===== config.mk =====
export PLATFORM = sky130hd
export DESIGN_NAME = rotary_sector_tracker_positioner
export DESIGN_NICKNAME = d
export VERILOG_FILES = /design/src/hw/rtl/rstp_pkg.sv /design/src/hw/rtl/rotary_sector_tracker_positioner.sv /design/src/hw/rtl/rstp_csr.sv /design/src/hw/rtl/rstp_core.sv
export SDC_FILE = /design/constraint.sdc
export NUM_CORES = 1
export LEC_CHECK = 0
export BUFFER_PORTS_ARGS = -buffer_cell sky130_fd_sc_hd__buf_2
export CORE_MARGIN = 2
export CORE_UTILIZATION = 40
export DETAILED_ROUTE_END_ITERATION = 12
export HOLD_SLACK_MARGIN = 0.08
export PLACE_DENSITY_LB_ADDON = 0.3
export SETUP_SLACK_MARGIN = 0.1
export SYNTH_ARGS = -nofsm -noshare
export SYNTH_HDL_FRONTEND = slang
export SYNTH_SLANG_ARGS = --single-unit

===== constraint.sdc =====
create_clock -name clock -period 6.5 [get_ports clock]
set_clock_uncertainty 0.05 [all_clocks]
set_input_delay 0.975 -clock clock [delete_from_list [all_inputs] [get_ports clock]]
set_output_delay 0.975 -clock clock [all_outputs]
set_load 0.01 [all_outputs]

===== src/hw/rtl/rstp_pkg.sv =====
// ----------------------------------------------------------------------------
// rstp_pkg
// Shared types and constants of the rotary sector tracker positioner.
// ----------------------------------------------------------------------------
package rstp_pkg;

   localparam int SECTOR_COUNT = 12;
   localparam int QUEUE_LEN    = 12;

   localparam logic [3:0] SECTOR_TOP = 4'(SECTOR_COUNT);
   localparam logic [4:0] QUEUE_TOP  = 5'(QUEUE_LEN);
   localparam logic [4:0] GO_MAX     = 5'd16;
   localparam logic [4:0] DIAL_HOURS = 5'd12;

   localparam logic [15:0] DWELL_RESET  = 16'd10000;
   localparam logic [15:0] POLL_RESET   = 16'd2000;
   localparam logic [3:0]  WHITE_RESET  = 4'd0;
   localparam logic [4:0]  TARGET_RESET = 5'd1;

   localparam logic [1:0] REQ_NONE  = 2'd0;
   localparam logic [1:0] REQ_CLOCK = 2'd1;
   localparam logic [1:0] REQ_GO    = 2'd2;

   localparam int CSR_ADDR_W = 4;
   localparam logic [1:0] CSR_DWELL = 2'd0;
   localparam logic [1:0] CSR_POLL  = 2'd1;
   localparam logic [1:0] CSR_WHITE = 2'd2;

   typedef struct packed {
      logic [31:0] now_ms;
      logic        reading_valid;
      logic [3:0]  color_class;
      logic        hour_valid;
      logic [4:0]  hour_of_day;
      logic [1:0]  req_type;
      logic [4:0]  go_target;
   } req_item_type;

   typedef struct packed {
      logic       motor_on;
      logic [3:0] sector_now;
      logic [4:0] target_now;
      logic       on_target;
      logic       sector_switched;
   } rsp_item_type;

   typedef struct packed {
      logic [15:0] dwell_ms;
      logic [15:0] clock_poll_ms;
      logic [3:0]  white_code;
   } cfg_type;

endpackage


===== src/hw/rtl/rotary_sector_tracker_positioner.sv =====
// ----------------------------------------------------------------------------
// rotary_sector_tracker_positioner
// An accepted item is held in the input register, and its result is then
// captured in the result register. One item per cycle while the receiver
// does not stall; the control step is one pass of logic.
// Reset clears all tracker state and loads the configuration reset values.
// ----------------------------------------------------------------------------
module rotary_sector_tracker_positioner (
   input  logic                             clock,
   input  logic                             reset,
   input  logic                             req_valid,
   output logic                             req_stall,
   input  rstp_pkg::req_item_type           req_item,
   output logic                             rsp_valid,
   input  logic                             rsp_stall,
   output rstp_pkg::rsp_item_type           rsp_item,
   input  logic                             csr_psel,
   input  logic                             csr_penable,
   input  logic                             csr_pwrite,
   input  logic [rstp_pkg::CSR_ADDR_W-1:0]  csr_paddr,
   input  logic [31:0]                      csr_pwdata,
   output logic [31:0]                      csr_prdata,
   output logic                             csr_pready
);
   import rstp_pkg::*;

   cfg_type      cfg;
   req_item_type in_item_ff;
   logic         in_valid_ff, in_valid_in;
   rsp_item_type rsp_item_ff;
   logic         rsp_valid_ff, rsp_valid_in;
   rsp_item_type step_result;
   logic         advance;

   rstp_csr u_csr (
      .clock       (clock),
      .reset       (reset),
      .csr_psel    (csr_psel),
      .csr_penable (csr_penable),
      .csr_pwrite  (csr_pwrite),
      .csr_paddr   (csr_paddr),
      .csr_pwdata  (csr_pwdata),
      .csr_prdata  (csr_prdata),
      .csr_pready  (csr_pready),
      .cfg         (cfg)
   );

   rstp_core u_core (
      .clock   (clock),
      .reset   (reset),
      .step_en (advance),
      .item    (in_item_ff),
      .cfg     (cfg),
      .result  (step_result)
   );

   assign advance   = in_valid_ff && (!rsp_valid_ff || !rsp_stall);
   assign req_stall = in_valid_ff && !advance;
   assign rsp_valid = rsp_valid_ff;
   assign rsp_item  = rsp_item_ff;

   assign in_valid_in  = req_stall ? 1'b1 : req_valid;
   assign rsp_valid_in = advance ? 1'b1 : (rsp_valid_ff && rsp_stall);

   always_ff @(posedge clock) begin
      if (reset) begin
         in_valid_ff  <= 1'b0;
         rsp_valid_ff <= 1'b0;
      end else begin
         in_valid_ff  <= in_valid_in;
         rsp_valid_ff <= rsp_valid_in;
      end
   end

   always_ff @(posedge clock) begin
      if (req_valid && !req_stall) begin
         in_item_ff <= req_item;
      end
      if (advance) begin
         rsp_item_ff <= step_result;
      end
   end

   stall_cause_a: assert property (@(posedge clock) disable iff (reset)
      req_stall |-> rsp_valid_ff && rsp_stall) else $error("input stalled without cause");

   step_lands_a: assert property (@(posedge clock) disable iff (reset)
      advance |=> rsp_valid_ff) else $error("stepped item produced no result");

   held_result_a: assert property (@(posedge clock) disable iff (reset)
      rsp_valid_ff && rsp_stall |=> rsp_valid_ff && $stable(rsp_item_ff))
      else $error("held result lost");

endmodule


===== src/hw/rtl/rstp_csr.sv =====
// ----------------------------------------------------------------------------
// rstp_csr
// Configuration registers behind the bus port: dwell, poll interval, white code.
// ----------------------------------------------------------------------------
module rstp_csr (
   input  logic                             clock,
   input  logic                             reset,
   input  logic                             csr_psel,
   input  logic                             csr_penable,
   input  logic                             csr_pwrite,
   input  logic [rstp_pkg::CSR_ADDR_W-1:0]  csr_paddr,
   input  logic [31:0]                      csr_pwdata,
   output logic [31:0]                      csr_prdata,
   output logic                             csr_pready,
   output rstp_pkg::cfg_type                cfg
);
   import rstp_pkg::*;

   cfg_type    cfg_ff;
   cfg_type    cfg_in;
   logic       wr_en;
   logic [1:0] reg_idx;

   assign csr_pready = 1'b1;
   assign reg_idx    = csr_paddr[3:2];
   assign wr_en      = csr_psel && csr_penable && csr_pwrite && csr_pready;
   assign cfg        = cfg_ff;

   always_comb begin
      cfg_in = cfg_ff;
      if (wr_en) begin
         case (reg_idx)
            CSR_DWELL: cfg_in.dwell_ms      = csr_pwdata[15:0];
            CSR_POLL:  cfg_in.clock_poll_ms = csr_pwdata[15:0];
            CSR_WHITE: cfg_in.white_code    = csr_pwdata[3:0];
            default:   cfg_in = cfg_ff;
         endcase
      end
   end

   always_comb begin
      case (reg_idx)
         CSR_DWELL: csr_prdata = {16'd0, cfg_ff.dwell_ms};
         CSR_POLL:  csr_prdata = {16'd0, cfg_ff.clock_poll_ms};
         CSR_WHITE: csr_prdata = {28'd0, cfg_ff.white_code};
         default:   csr_prdata = 32'd0;
      endcase
   end

   always_ff @(posedge clock) begin
      if (reset) begin
         cfg_ff.dwell_ms      <= DWELL_RESET;
         cfg_ff.clock_poll_ms <= POLL_RESET;
         cfg_ff.white_code    <= WHITE_RESET;
      end else begin
         cfg_ff <= cfg_in;
      end
   end

endmodule


===== src/hw/rtl/rstp_core.sv =====
// ----------------------------------------------------------------------------
// rstp_core
// Tracker state and the single-pass control step: command, color filter,
// clock poll, motor and target logic.
// ----------------------------------------------------------------------------
module rstp_core (
   input  logic                   clock,
   input  logic                   reset,
   input  logic                   step_en,
   input  rstp_pkg::req_item_type item,
   input  rstp_pkg::cfg_type      cfg,
   output rstp_pkg::rsp_item_type result
);
   import rstp_pkg::*;

   logic [3:0]  sector_ff, sector_in;
   logic [3:0]  stable_color_ff, stable_color_in;
   logic        stable_valid_ff, stable_valid_in;
   logic [1:0]  change_count_ff, change_count_in;
   logic [31:0] switch_time_ff, switch_time_in;
   logic [31:0] duration_ff, duration_in;
   logic [4:0]  target_ff, target_in;
   logic [4:0]  prev_target_ff, prev_target_in;
   logic [3:0]  queue_index_ff, queue_index_in;
   logic        found_ff, found_in;
   logic [31:0] entered_time_ff, entered_time_in;
   logic        move_ff, move_in;
   logic        clock_mode_ff, clock_mode_in;
   logic        queue_en_ff, queue_en_in;
   logic [31:0] last_poll_ff, last_poll_in;

   always_comb begin
      logic [4:0]  hour;
      logic [31:0] since_entry;
      logic [4:0]  qnext;
      logic        switched;
      logic        motor;

      sector_in       = sector_ff;
      stable_color_in = stable_color_ff;
      stable_valid_in = stable_valid_ff;
      change_count_in = change_count_ff;
      switch_time_in  = switch_time_ff;
      duration_in     = duration_ff;
      target_in       = target_ff;
      prev_target_in  = prev_target_ff;
      queue_index_in  = queue_index_ff;
      found_in        = found_ff;
      entered_time_in = entered_time_ff;
      move_in         = move_ff;
      clock_mode_in   = clock_mode_ff;
      queue_en_in     = queue_en_ff;
      last_poll_in    = last_poll_ff;
      switched        = 1'b0;
      hour            = item.hour_of_day;
      since_entry     = 32'd0;
      qnext           = 5'd0;

      case (item.req_type)
         REQ_CLOCK: begin
            clock_mode_in = 1'b1;
            queue_en_in   = 1'b0;
         end
         REQ_GO: begin
            clock_mode_in = 1'b0;
            queue_en_in   = 1'b1;
            if (item.go_target >= 5'd1 && item.go_target <= GO_MAX) begin
               target_in      = item.go_target;
               prev_target_in = 5'd0;
               found_in       = 1'b0;
            end
         end
         default: ;
      endcase

      if (item.reading_valid) begin
         if (!stable_valid_ff || item.color_class != stable_color_ff) begin
            change_count_in = change_count_ff + 2'd1;
         end
         if (change_count_in > 2'd1) begin
            switched        = 1'b1;
            duration_in     = item.now_ms - switch_time_ff;
            switch_time_in  = item.now_ms;
            change_count_in = 2'd0;
            stable_color_in = item.color_class;
            stable_valid_in = 1'b1;
            if (item.color_class == cfg.white_code) begin
               sector_in = SECTOR_TOP;
            end else if (sector_ff != 4'd0) begin
               sector_in = (sector_ff >= SECTOR_TOP) ? 4'd1 : sector_ff + 4'd1;
            end
         end
      end

      if (clock_mode_in && (item.now_ms - last_poll_ff) > {16'd0, cfg.clock_poll_ms}) begin
         last_poll_in = item.now_ms;
         if (item.hour_valid) begin
            if (hour > DIAL_HOURS) begin
               hour = hour - DIAL_HOURS;
            end
            target_in = hour;
         end
      end

      if (sector_in == 4'd0) begin
         motor = 1'b1;
      end else begin
         motor = move_ff;
         if ({1'b0, sector_in} == target_in) begin
            if (!found_in) begin
               entered_time_in = item.now_ms;
               found_in        = 1'b1;
            end
            since_entry = item.now_ms - entered_time_in;
            move_in     = (since_entry <= {1'b0, duration_in[31:1]});
            if (since_entry > {16'd0, cfg.dwell_ms} && prev_target_in != {1'b0, sector_in}
                && queue_en_in) begin
               qnext = {1'b0, queue_index_ff} + 5'd1;
               if (qnext >= QUEUE_TOP) begin
                  qnext = 5'd0;
               end
               queue_index_in = qnext[3:0];
               prev_target_in = target_in;
               target_in      = qnext + 5'd1;
               found_in       = 1'b0;
            end
         end else begin
            move_in = 1'b1;
         end
      end

      result.motor_on        = motor;
      result.sector_now      = sector_in;
      result.target_now      = target_in;
      result.on_target       = found_in;
      result.sector_switched = switched;
   end

   always_ff @(posedge clock) begin
      if (reset) begin
         sector_ff       <= 4'd0;
         stable_color_ff <= 4'd0;
         stable_valid_ff <= 1'b0;
         change_count_ff <= 2'd0;
         switch_time_ff  <= 32'd0;
         duration_ff     <= 32'd0;
         target_ff       <= TARGET_RESET;
         prev_target_ff  <= 5'd0;
         queue_index_ff  <= 4'd0;
         found_ff        <= 1'b0;
         entered_time_ff <= 32'd0;
         move_ff         <= 1'b0;
         clock_mode_ff   <= 1'b1;
         queue_en_ff     <= 1'b0;
         last_poll_ff    <= 32'd0;
      end else if (step_en) begin
         sector_ff       <= sector_in;
         stable_color_ff <= stable_color_in;
         stable_valid_ff <= stable_valid_in;
         change_count_ff <= change_count_in;
         switch_time_ff  <= switch_time_in;
         duration_ff     <= duration_in;
         target_ff       <= target_in;
         prev_target_ff  <= prev_target_in;
         queue_index_ff  <= queue_index_in;
         found_ff        <= found_in;
         entered_time_ff <= entered_time_in;
         move_ff         <= move_in;
         clock_mode_ff   <= clock_mode_in;
         queue_en_ff     <= queue_en_in;
         last_poll_ff    <= last_poll_in;
      end
   end

   sector_range_a: assert property (@(posedge clock) disable iff (reset)
      sector_ff <= SECTOR_TOP) else $error("sector out of range");

   filter_count_a: assert property (@(posedge clock) disable iff (reset)
      change_count_ff <= 2'd1) else $error("color filter count left set");

   locate_needs_color_a: assert property (@(posedge clock) disable iff (reset)
      !stable_valid_ff |-> sector_ff == 4'd0)
      else $error("sector located without a stable color");

   queue_index_a: assert property (@(posedge clock) disable iff (reset)
      {1'b0, queue_index_ff} < QUEUE_TOP) else $error("queue index out of range");

endmodule


Yosys cells after proc, flatten, opt, wreduce, memory -nomap -nowiden --
Index checks and enable logic that the tools add are counted.
Storage, ports and cells: register bits after elaboration 257, input port bits 93, output and inout port bits 47
Cells by class: add/sub/neg operators 8, order comparisons 9, equal/unequal tests 8, multiplexer cells 42, bitwise gates (word level) 1, reduce and logical (&&, ||, !) cells 29
Operators by type and width (count):
- 32-bit two-way mux | 5
- 32-bit subtractor | 3
- 5-bit two-way mux | 17
- 32-bit by 16-bit greater-than comparator with 1-bit output | 2
- 16-bit one-hot mux with 3 select lines | 1
- 32-bit by 31-bit less-or-equal comparator with 1-bit output | 1
- 4-bit two-way mux | 5
- 2-bit AND reduction | 6
- 1-bit logical AND | 10
- 1-bit two-way mux | 9
- 2-bit two-way mux | 3
- 3-bit AND reduction | 2
- 4-bit by 1-bit adder with 5-bit output, second input constant | 1
- 5-bit by 1-bit adder with 5-bit output, second input constant | 1
- 4-bit by 5-bit == test with 1-bit output | 1
- 5-bit by 1-bit greater-or-equal comparator with 1-bit output, second input constant | 1
- 5-bit by 4-bit greater-or-equal comparator with 1-bit output, second input constant | 1
- 5-bit by 4-bit greater-than comparator with 1-bit output, second input constant | 1
- 5-bit less-or-equal comparator, second input constant | 1
- 1-bit logical NOT | 5
- 5-bit by 4-bit inequality test with 1-bit output | 1
- 5-bit by 4-bit subtractor with 5-bit output, second input constant | 1
- 4-bit by 1-bit adder with 4-bit output, second input constant | 1
- 2-bit by 1-bit == test with 1-bit output, second input constant | 2
- other kinds (13) | 16

Depth between registers and ports, before layout --
Gate-level depths: netlist of run 1.
depth in word-level cells 21, depth in mapped cells 33, mapped depth without buffers 28

Hierarchy --
A second synthesis of run 1 with hierarchy kept.
Unflattened totals: cell total of the unflattened synthesis 2183, area, all modules 18322.6 um^2
By module, submodules not included:
- rstp_core | times used 1, cells each 1908, area each 14485.1 um^2, sequential area each 3123.0 um^2
- rotary_sector_tracker_positioner | times used 1, cells each 72, area each 1948.1 um^2, sequential area each 1901.8 um^2
- rstp_csr | times used 1, cells each 203, area each 1889.3 um^2, sequential area each 720.7 um^2

Worst setup path before layout of run 1 --
OpenSTA, ideal clock, no wires.
path type reg2reg, start reg in_item_ff[1] (netlist bit), end reg rsp_item_ff (netlist bit rsp_item[5]) (data pin), arrival time 6.670 ns, required time 6.188 ns, path slack -0.482 ns, stages on the path, launching flop included 28, buffers on the path 4, clock period less this slack 6.982 ns, path through edfxtp_1 nor4_2 xnor2_1 a21oi_1 buf_2 buf_1 buf_1 o21ai_0 ha_1 inv_1 ha_1 buf_1 inv_1 a221o_1 nand4_1 a21o_1 a21oi_1 xnor2_1 ha_1 nand4_1 or2_2 o31a_1 or4_1 nor4_1 nand4bb_1 o41ai_2 nor3_1 or2_2
RTL lines:
- start: declaration | RTL line rotary_sector_tracker_positioner.sv:28 | req_item_type in_item_ff;
- start signal: assignment | RTL line rotary_sector_tracker_positioner.sv:77 | in_item_ff <= req_item;
- end signal: assignment | RTL line rotary_sector_tracker_positioner.sv:80 | rsp_item_ff <= step_result;
- end: declaration | RTL line rotary_sector_tracker_positioner.sv:30 | rsp_item_type rsp_item_ff;

Final worst setup path of run 1 --
start reg in_item_ff[18] (netlist bit), end reg u_core.entered_time_ff[31]
Between the ends: word-level cells in the longest chain between the ends 6
RTL lines:
- 32-bit subtractor | RTL line rstp_core.sv:95 | if (clock_mode_in && (item.now_ms - last_poll_ff) > {16'd0, cfg.clock_poll_ms}) begin
- 32-bit by 16-bit greater-than comparator with 1-bit output | RTL line rstp_core.sv:95
- 1-bit logical AND | RTL line rstp_core.sv:95
- 5-bit two-way mux | RTL line rstp_core.sv:95
- 4-bit by 5-bit == test with 1-bit output | RTL line rstp_core.sv:109 | if ({1'b0, sector_in} == target_in) begin
- 3-bit AND reduction (no source line)
- end signal: assignment | RTL line rstp_core.sv:167 | entered_time_ff <= entered_time_in;
- end: declaration | RTL line rstp_core.sv:26 | logic [31:0] entered_time_ff, entered_time_in;
Every way passes these cells. A chain may end at the register's enable or synchronous reset.

==> results of run 1 <==
[power breakdown]
part           switching, mW  internal [mW]  leakage [nW]
sequential            0.0443           1.68          2.17
clock                  0.725           1.00         0.507
combinational          0.632          0.468          5.40
total                   1.40           3.16          8.08
[per-layer routing]
metal | vias to the layer above | track usage, %
met1 | 7711 | 28.6
met5 | - | 0
li1 | 7991 | -
met2 | 413 | 36.0
met3 | 84 | 2.07
met4 | 0 | 7.20
[cell type report]
cell class	count	area, µm²	share of cell area [%]
clock inverter	13	108	0.511
inverter	130	488	2.32
sequential	256	5750	27.3
tap	592	741	3.52
multi-input combinational	1684	11600	55.1
clock buffer	42	900	4.28
timing repair buffer	217	1460	6.93
[kinds of logic (layout without fill, tap and decap cells)]
logic type | count (synthesis) | in the layout | synth area share [%]
other cells | 2 | 17 | 0.0420
simple gates | 719 | 719 | 18.5
xor+xnor | 99 | 99 | 4.85
compound gates | 553 | 553 | 19.9
flops | 256 | 256 | 32.1
fa+ha+maj | 158 | 158 | 11.1
buf+inv | 242 | 402 | 5.63
mux | 138 | 138 | 7.81
[per-stage QoR]
| stage | power, mW | setup WS (ns) | hold slack, ns | cells | utilization, % |
|---|---|---|---|---|---|
| after floorplan | 2.48 | 0.105 | 0.386 | 2182 | - |
| after global placement | 2.75 | -0.0860 | 0.391 | 2858 | 44.0 |
| after detailed placement | 2.78 | -0.141 | 0.396 | 2858 | 44.0 |
| after CTS | 4.54 | 0.106 | 0.404 | 2916 | 46.5 |
| after global routing | 4.78 | -0.00129 | 0.419 | 2934 | 47.6 |
| final | 4.56 | 0.247 | 0.403 | 2934 | 47.6 |
[registers in the layout (all words and copies together), names as in the netlist, 2 cells and up]
name / count
in_item_ff: 50
rsp_item: 12
u_core.change_count_ff: 2
u_core.duration_ff: 31
u_core.entered_time_ff: 32
u_core.last_poll_ff: 32
u_core.prev_target_ff: 5
u_core.queue_index_ff: 4
u_core.sector_ff: 4
u_core.stable_color_ff: 4
u_core.switch_time_ff: 32
u_core.target_ff: 5
u_csr.cfg: 36
[cell usage after synthesis (8+ instances only)]
| cell type | instances |
|---|---|
| nor2b_1 | 31 |
| ha_1 | 153 |
| xor2_1 | 38 |
| mux2i_1 | 129 |
| xnor2_1 | 61 |
| nor2_1 | 197 |
| a31oi_1 | 19 |
| clkbuf_1 | 70 |
| o211ai_1 | 24 |
| a211oi_1 | 35 |
| mux2_2 | 8 |
| nand2b_1 | 25 |
| buf_1 | 13 |
| buf_4 | 20 |
| o31ai_1 | 9 |
| nand3_1 | 37 |
| nor3_1 | 32 |
| and3_1 | 13 |
| or3_1 | 10 |
| dfxtp_1 | 194 |
| o21a_1 | 30 |
| and2_1 | 15 |
| or2_2 | 9 |
| o21bai_1 | 13 |
| nand2_1 | 282 |
| a21oi_1 | 201 |
| nor4_1 | 14 |
| edfxtp_1 | 62 |
| a21o_1 | 49 |
| nand4_1 | 23 |
| o21ai_0 | 77 |
| inv_1 | 129 |
[worst min path at each step]
| stage | startpoint | to | slack, ns | cells past startpoint |
|---|---|---|---|---|
| 2_1_floorplan | u_core.duration_ff[10] | u_core.duration_ff[10] | 0.39 | 2 |
| 3_3_place_gp | u_core.duration_ff[13] | u_core.duration_ff[13] | 0.39 | 2 |
| 3_5_place_dp | u_core.duration_ff[13] | u_core.duration_ff[13] | 0.40 | 2 |
| 4_1_cts | u_core.duration_ff[11] | u_core.duration_ff[11] | 0.40 | 2 |
| 5_1_grt | u_core.duration_ff[13] | u_core.duration_ff[13] | 0.42 | 2 |
| 6_report | u_core.switch_time_ff[22] | u_core.switch_time_ff[22] | 0.40 | 2 |
[worst max-delay path: cells and delay by family, from the launching register on]
family / cells / cell delay (ns)
flops: 1 / 0.40
xor+xnor: 1 / 0.19
compound gates: 6 / 1.26
buf+inv: 6 / 0.76
fa+ha+maj: 3 / 0.84
mux: 2 / 0.34
simple gates: 9 / 2.25
[what timing repair did]
item | CTS | global route
setup buffers | 3 | 16
setup endpoints to repair | 51 | 52
resized for setup | 15 | 63
pin swaps | 5 | 40
cloned | 0 | 2
==> flow_summary.yaml, run 1 <==
timing:
  finalSetupViolCount: 0
  layout_min_cycle_time_ns: 6.25
  hold_viol_final: 0
  slew_violations: 0
  tns_ns: 0
  rsz0062_at_grt: "yes"
  fmax_mhz: 160
  max_slew.worst_pin.slew_ns: 1.25
  maxSlewHeadroom_pct: 16.5
  period_share_pct: 96.2
clock_tree:
  cts_made_buffers: 30
  cts-root-buf: "clkbuf_16"
  insertion_delay_ns: 0.60
  clockBufferDepth: 3
  hold_buffers: 0
  cts_tree: "built"
  htree_levels: 1
  clkSlewWorstSetupHoldPaths_ns: 0.06
  cts_sinks: 256
worst_hold_path:
  worstHoldPathType: "flip-flop to flip-flop"
setup_path:
  reg2reg_depth: 27
  crit_path_max_fanout: 6
  start_kind: "flip-flop"
  crit_path_end: "u_core.entered_time_ff[31]"
  critPathMaxStageDelay_ns: 0.55
  critPathKind: "flip-flop to flip-flop"
  reg2reg_from: "in_item_ff[18]"
  r2r-end: "u_core.entered_time_ff[31]"
  cp_data_required_time_ns: 6.90
  crit_slowest_cell: "or4_4"
  startpoint: "in_item_ff[18]"
  cp-end-kind: "flip-flop"
  reg2reg_slack_ns: 0.25
  worst_ep_arrival_time_ns: 6.65
logic_synthesis:
  avgSynthCellArea_um2: 8.25
  synth_edf_count: 62
  synth-seq-area-share_pct: 32.1
  synth_area_leaders: "dfxtp_1, ha_1, edfxtp_1, mux2i_1, nand2_1"
  ys_async_sr_fraction_pct: 0
  ys_ff_latch: 256
  synth.distinct_cells: 88
  netlist.area_leader.share_pct: 21.7
  netlist_area_mm2: 0.0179
  synth_area_leader_cell: "dfxtp_1"
  yosys_most_used_dff: "dfxtp_1"
  synthCells: 2167
  yosysWarnings: 0
routing:
  met3WireLength_um: 2500
  routed_wl_um: 51800
  dr.pass1.iters: 7
  post_drt_via_cell_ratio: 5.52
  met2_length_um: 24300
  num_vias: 16200
  met1_length_um: 23200
  highest_layer: "met4"
  wl_per_cell_um: 17.7
  drt-initial-drc-count: 1116
  antenna_left: 0
  drc: 0
floorplanning:
  num_io_pins: 140
  core_area_mm2: 0.0442
  fp.dieH_um: 215
  row_count: 77
  die_w_um: 215
  start_util_pct: 40.4
  dieArea_mm2: 0.0464
power_and_ir_drop:
  p_leak_nw: 8.08
  power_density_mw_per_mm2: 217
  vdd_drop_max_uv: 201
layout:
  drive_gt1_share_pct: 15.5
  area_delta_synth_final_pct: 17.6
  n_antenna_cell: 0
  final_common_cell: "nand2_1"
  finish.instance_area_mm2: 0.0210
  mostFrequentLayoutCells: "nand2_1, nor2_1, dfxtp_1, a21oi_1, ha_1"
  nNetsFinal: 2567
  num-fill-cells: 4224
placement:
  dpl_cell_area_mm2: 0.0195
  dp_hpwl_um: 38400
  gp_congestion: 0.958
  port_buffers: 104
global_route:
  grt_pass1_wl_um: 81100
  grt_max_degree: 74
  grt_pass1_vias: 15100
  antenna_found_initial: 0
  grt.overflow.total: 0
  grt.total_usage_pct: 21.4
job:
  drv_cap: 0
outcome:
  status: "finished, final reports clean"
(Power assumes the default switching activity.)
==> inputs of run 2 (changes only) <==
Settings changed: BUFFER_PORTS_ARGS -buffer_cell sky130_fd_sc_hd__buf_2 to unset, CORE_UTILIZATION 40 to 59, DONT_BUFFER_PORTS set to 1.
==> run 2 against run 1 <==
Compared with the run above:
- global-route usage increased by 8.9 points
- sequential share of layout area up 1.1 points
- combinational power decreased by 7%
- cell area down 3.9%
- highest routed layer unchanged
- first-iteration DRC count grew 9.8%
- critical path depth is 1 higher
- flip-flop and latch count unchanged
- sequential power about the same
- clock-buffer cell count rose by 8
- core utilization up 20 points
- setup slack worse by 0.048 ns
==> flow_summary.yaml, run 2 (synthesized netlist as in run 1, its figures left out) <==
placement:
  port_buffers: 0
  place_inst: 2547
  gp_congestion: 0.960
  dp_slack_ns: -0.107
  dp_hpwl_um: 36100
setup_path:
  reg2reg_slack_ns: 0.20
  reg2reg_from: "in_item_ff[18]"
  worst_ep_arrival_time_ns: 6.65
  cp_data_required_time_ns: 6.84
  crit_slowest_cell: "or4_4"
  reg2reg_depth: 28
  crit_path_max_fanout: 6
  start_kind: "flip-flop"
  critPathKind: "flip-flop to flip-flop"
  critPathMaxStageDelay_ns: 0.53
  r2r-end: "u_core.entered_time_ff[8]"
  cp-end-kind: "flip-flop"
floorplanning:
  fp.dieH_um: 178
  dieArea_mm2: 0.0317
  core_area_mm2: 0.0297
  die_w_um: 178
  row_count: 63
  num_io_pins: 140
  start_util_pct: 60.2
clock_tree:
  cts_tree: "built"
  cts_made_buffers: 34
  cts_sinks: 256
  hold_buffers: 0
  clkSlewWorstSetupHoldPaths_ns: 0.06
  htree_levels: 2
  insertion_delay_ns: 0.53
  cts-root-buf: "clkbuf_16"
  clockBufferDepth: 3
global_route:
  grt.total_usage_pct: 30.3
  grt_pass1_wl_um: 76300
  antenna_found_initial: 0
  grt_max_degree: 180
  grt_pass1_vias: 15000
  grt.overflow.total: 0
timing:
  fmax_mhz: 159
  hold_ws_ns: 0.402
  layout_min_cycle_time_ns: 6.30
  period_share_pct: 96.9
  tns_ns: 0
  finalSetupViolCount: 0
  setup_slack_ns: 0.198
  maxSlewHeadroom_pct: 17.5
  rsz0062_at_grt: "yes"
  slew_violations: 0
  hold_viol_final: 0
  max_slew.worst_pin.slew_ns: 1.23
worst_hold_path:
  min_to: "u_core.switch_time_ff[14]"
  min_path_cells: 2
  min_from: "u_core.switch_time_ff[14]"
  worstHoldPathType: "flip-flop to flip-flop"
power_and_ir_drop:
  power_mw: 4.50
  power_density_mw_per_mm2: 222
  p_leak_nw: 7.60
  vdd_drop_max_uv: 257
layout:
  n_antenna_cell: 0
  num-fill-cells: 2447
  regArea_mm2: 0.00575
  mostFrequentLayoutCells: "nand2_1, nor2_1, dfxtp_1, a21oi_1, ha_1"
  drive_gt1_share_pct: 11.2
  largest_register: "in_item_ff"
  layout.cells.non_filler: 2632
  nNetsFinal: 2464
  final_common_cell: "nand2_1"
  largest_register_ff_count: 50
  area_delta_synth_final_pct: 13.1
  multiInputGateArea_mm2: 0.0115
job:
  drv_cap: 0
outcome:
  status: "finished, final reports clean"
routing:
  met1_length_um: 21700
  drt-initial-drc-count: 1225
  drc: 0
  antenna_left: 0
  post_drt_via_cell_ratio: 6.00
  routed_wl_um: 49100
  met2_length_um: 22800
  highest_layer: "met4"
  wl_per_cell_um: 18.7
  met3WireLength_um: 2650
  dr.pass1.iters: 8
  num_vias: 15800
## run 2: changes by cell type in the layout (fill, tap and decap cells not counted), moves of 3 or more
cell / delta
clkinv_2: -5
clkinvlp_4: +4
buf_2: -103
buf_4: -5
clkbuf_1: +7
inv_6: +3
## run 2: worst max-delay path by stage
stage	startpoint	to	cells past startpoint
final	in_item_ff[18]	u_core.entered_time_ff[8]	28
after CTS	in_item_ff[18]	u_core.entered_time_ff[3]	27
after detailed placement	in_item_ff[18]	u_core.entered_time_ff[2]	26
after global placement	in_item_ff[18]	u_core.entered_time_ff[2]	27
after global routing	in_item_ff[18]	u_core.queue_index_ff[3]	27
after floorplan	in_item_ff[1]	u_core.target_ff[1]	28
## run 2: cell type report
type / instances / area share (%)
tap: 390 / 2.41
multi-input combinational: 1684 / 57.1
clock buffer: 50 / 4.70
clock inverter: 12 / 0.452
inverter: 130 / 2.41
sequential: 256 / 28.4
timing repair buffer: 110 / 4.56
## run 2: repair_timing
action | in CTS | in global routing
pin swaps | 5 | 36
cloned | 1 | 0
buffers inserted | 3 | 19
resized for setup | 11 | 58
setup endpoints to repair | 51 | 52
## run 2: report_power, final
part           internal [mW]  switching, mW  leakage (nW)
Combinational          0.436          0.586          4.94
Clock                   1.02          0.724         0.496
Sequential              1.68         0.0451          2.17
## run 2: per-layer routing
layer,vias up,track usage [%]
li1,7811,-
met1,7410,39.3
met2,469,50.5
met3,106,4.03
met4,0,13.2
met5,-,0
## run 2: metrics by stage
stage,utilization [%],cell area [µm²]
finish,68.1,20200
global route,68.1,20200
CTS,66.7,19800
detailed placement,62.8,18700
global placement,62.8,18700
floorplan,-,18000
## run 2: worst max-delay path: cells and delay by family, from the launching register on
family,cells,cell delay [ns]
XOR/XNOR,1,0.17
AO/OA/AOI/OAI,6,1.32
adder cells (fa/ha/maj),3,0.84
flip-flops,1,0.42
buffers and inverters,7,0.89
multiplexers,2,0.32
AND/OR/NAND/NOR,9,2.18
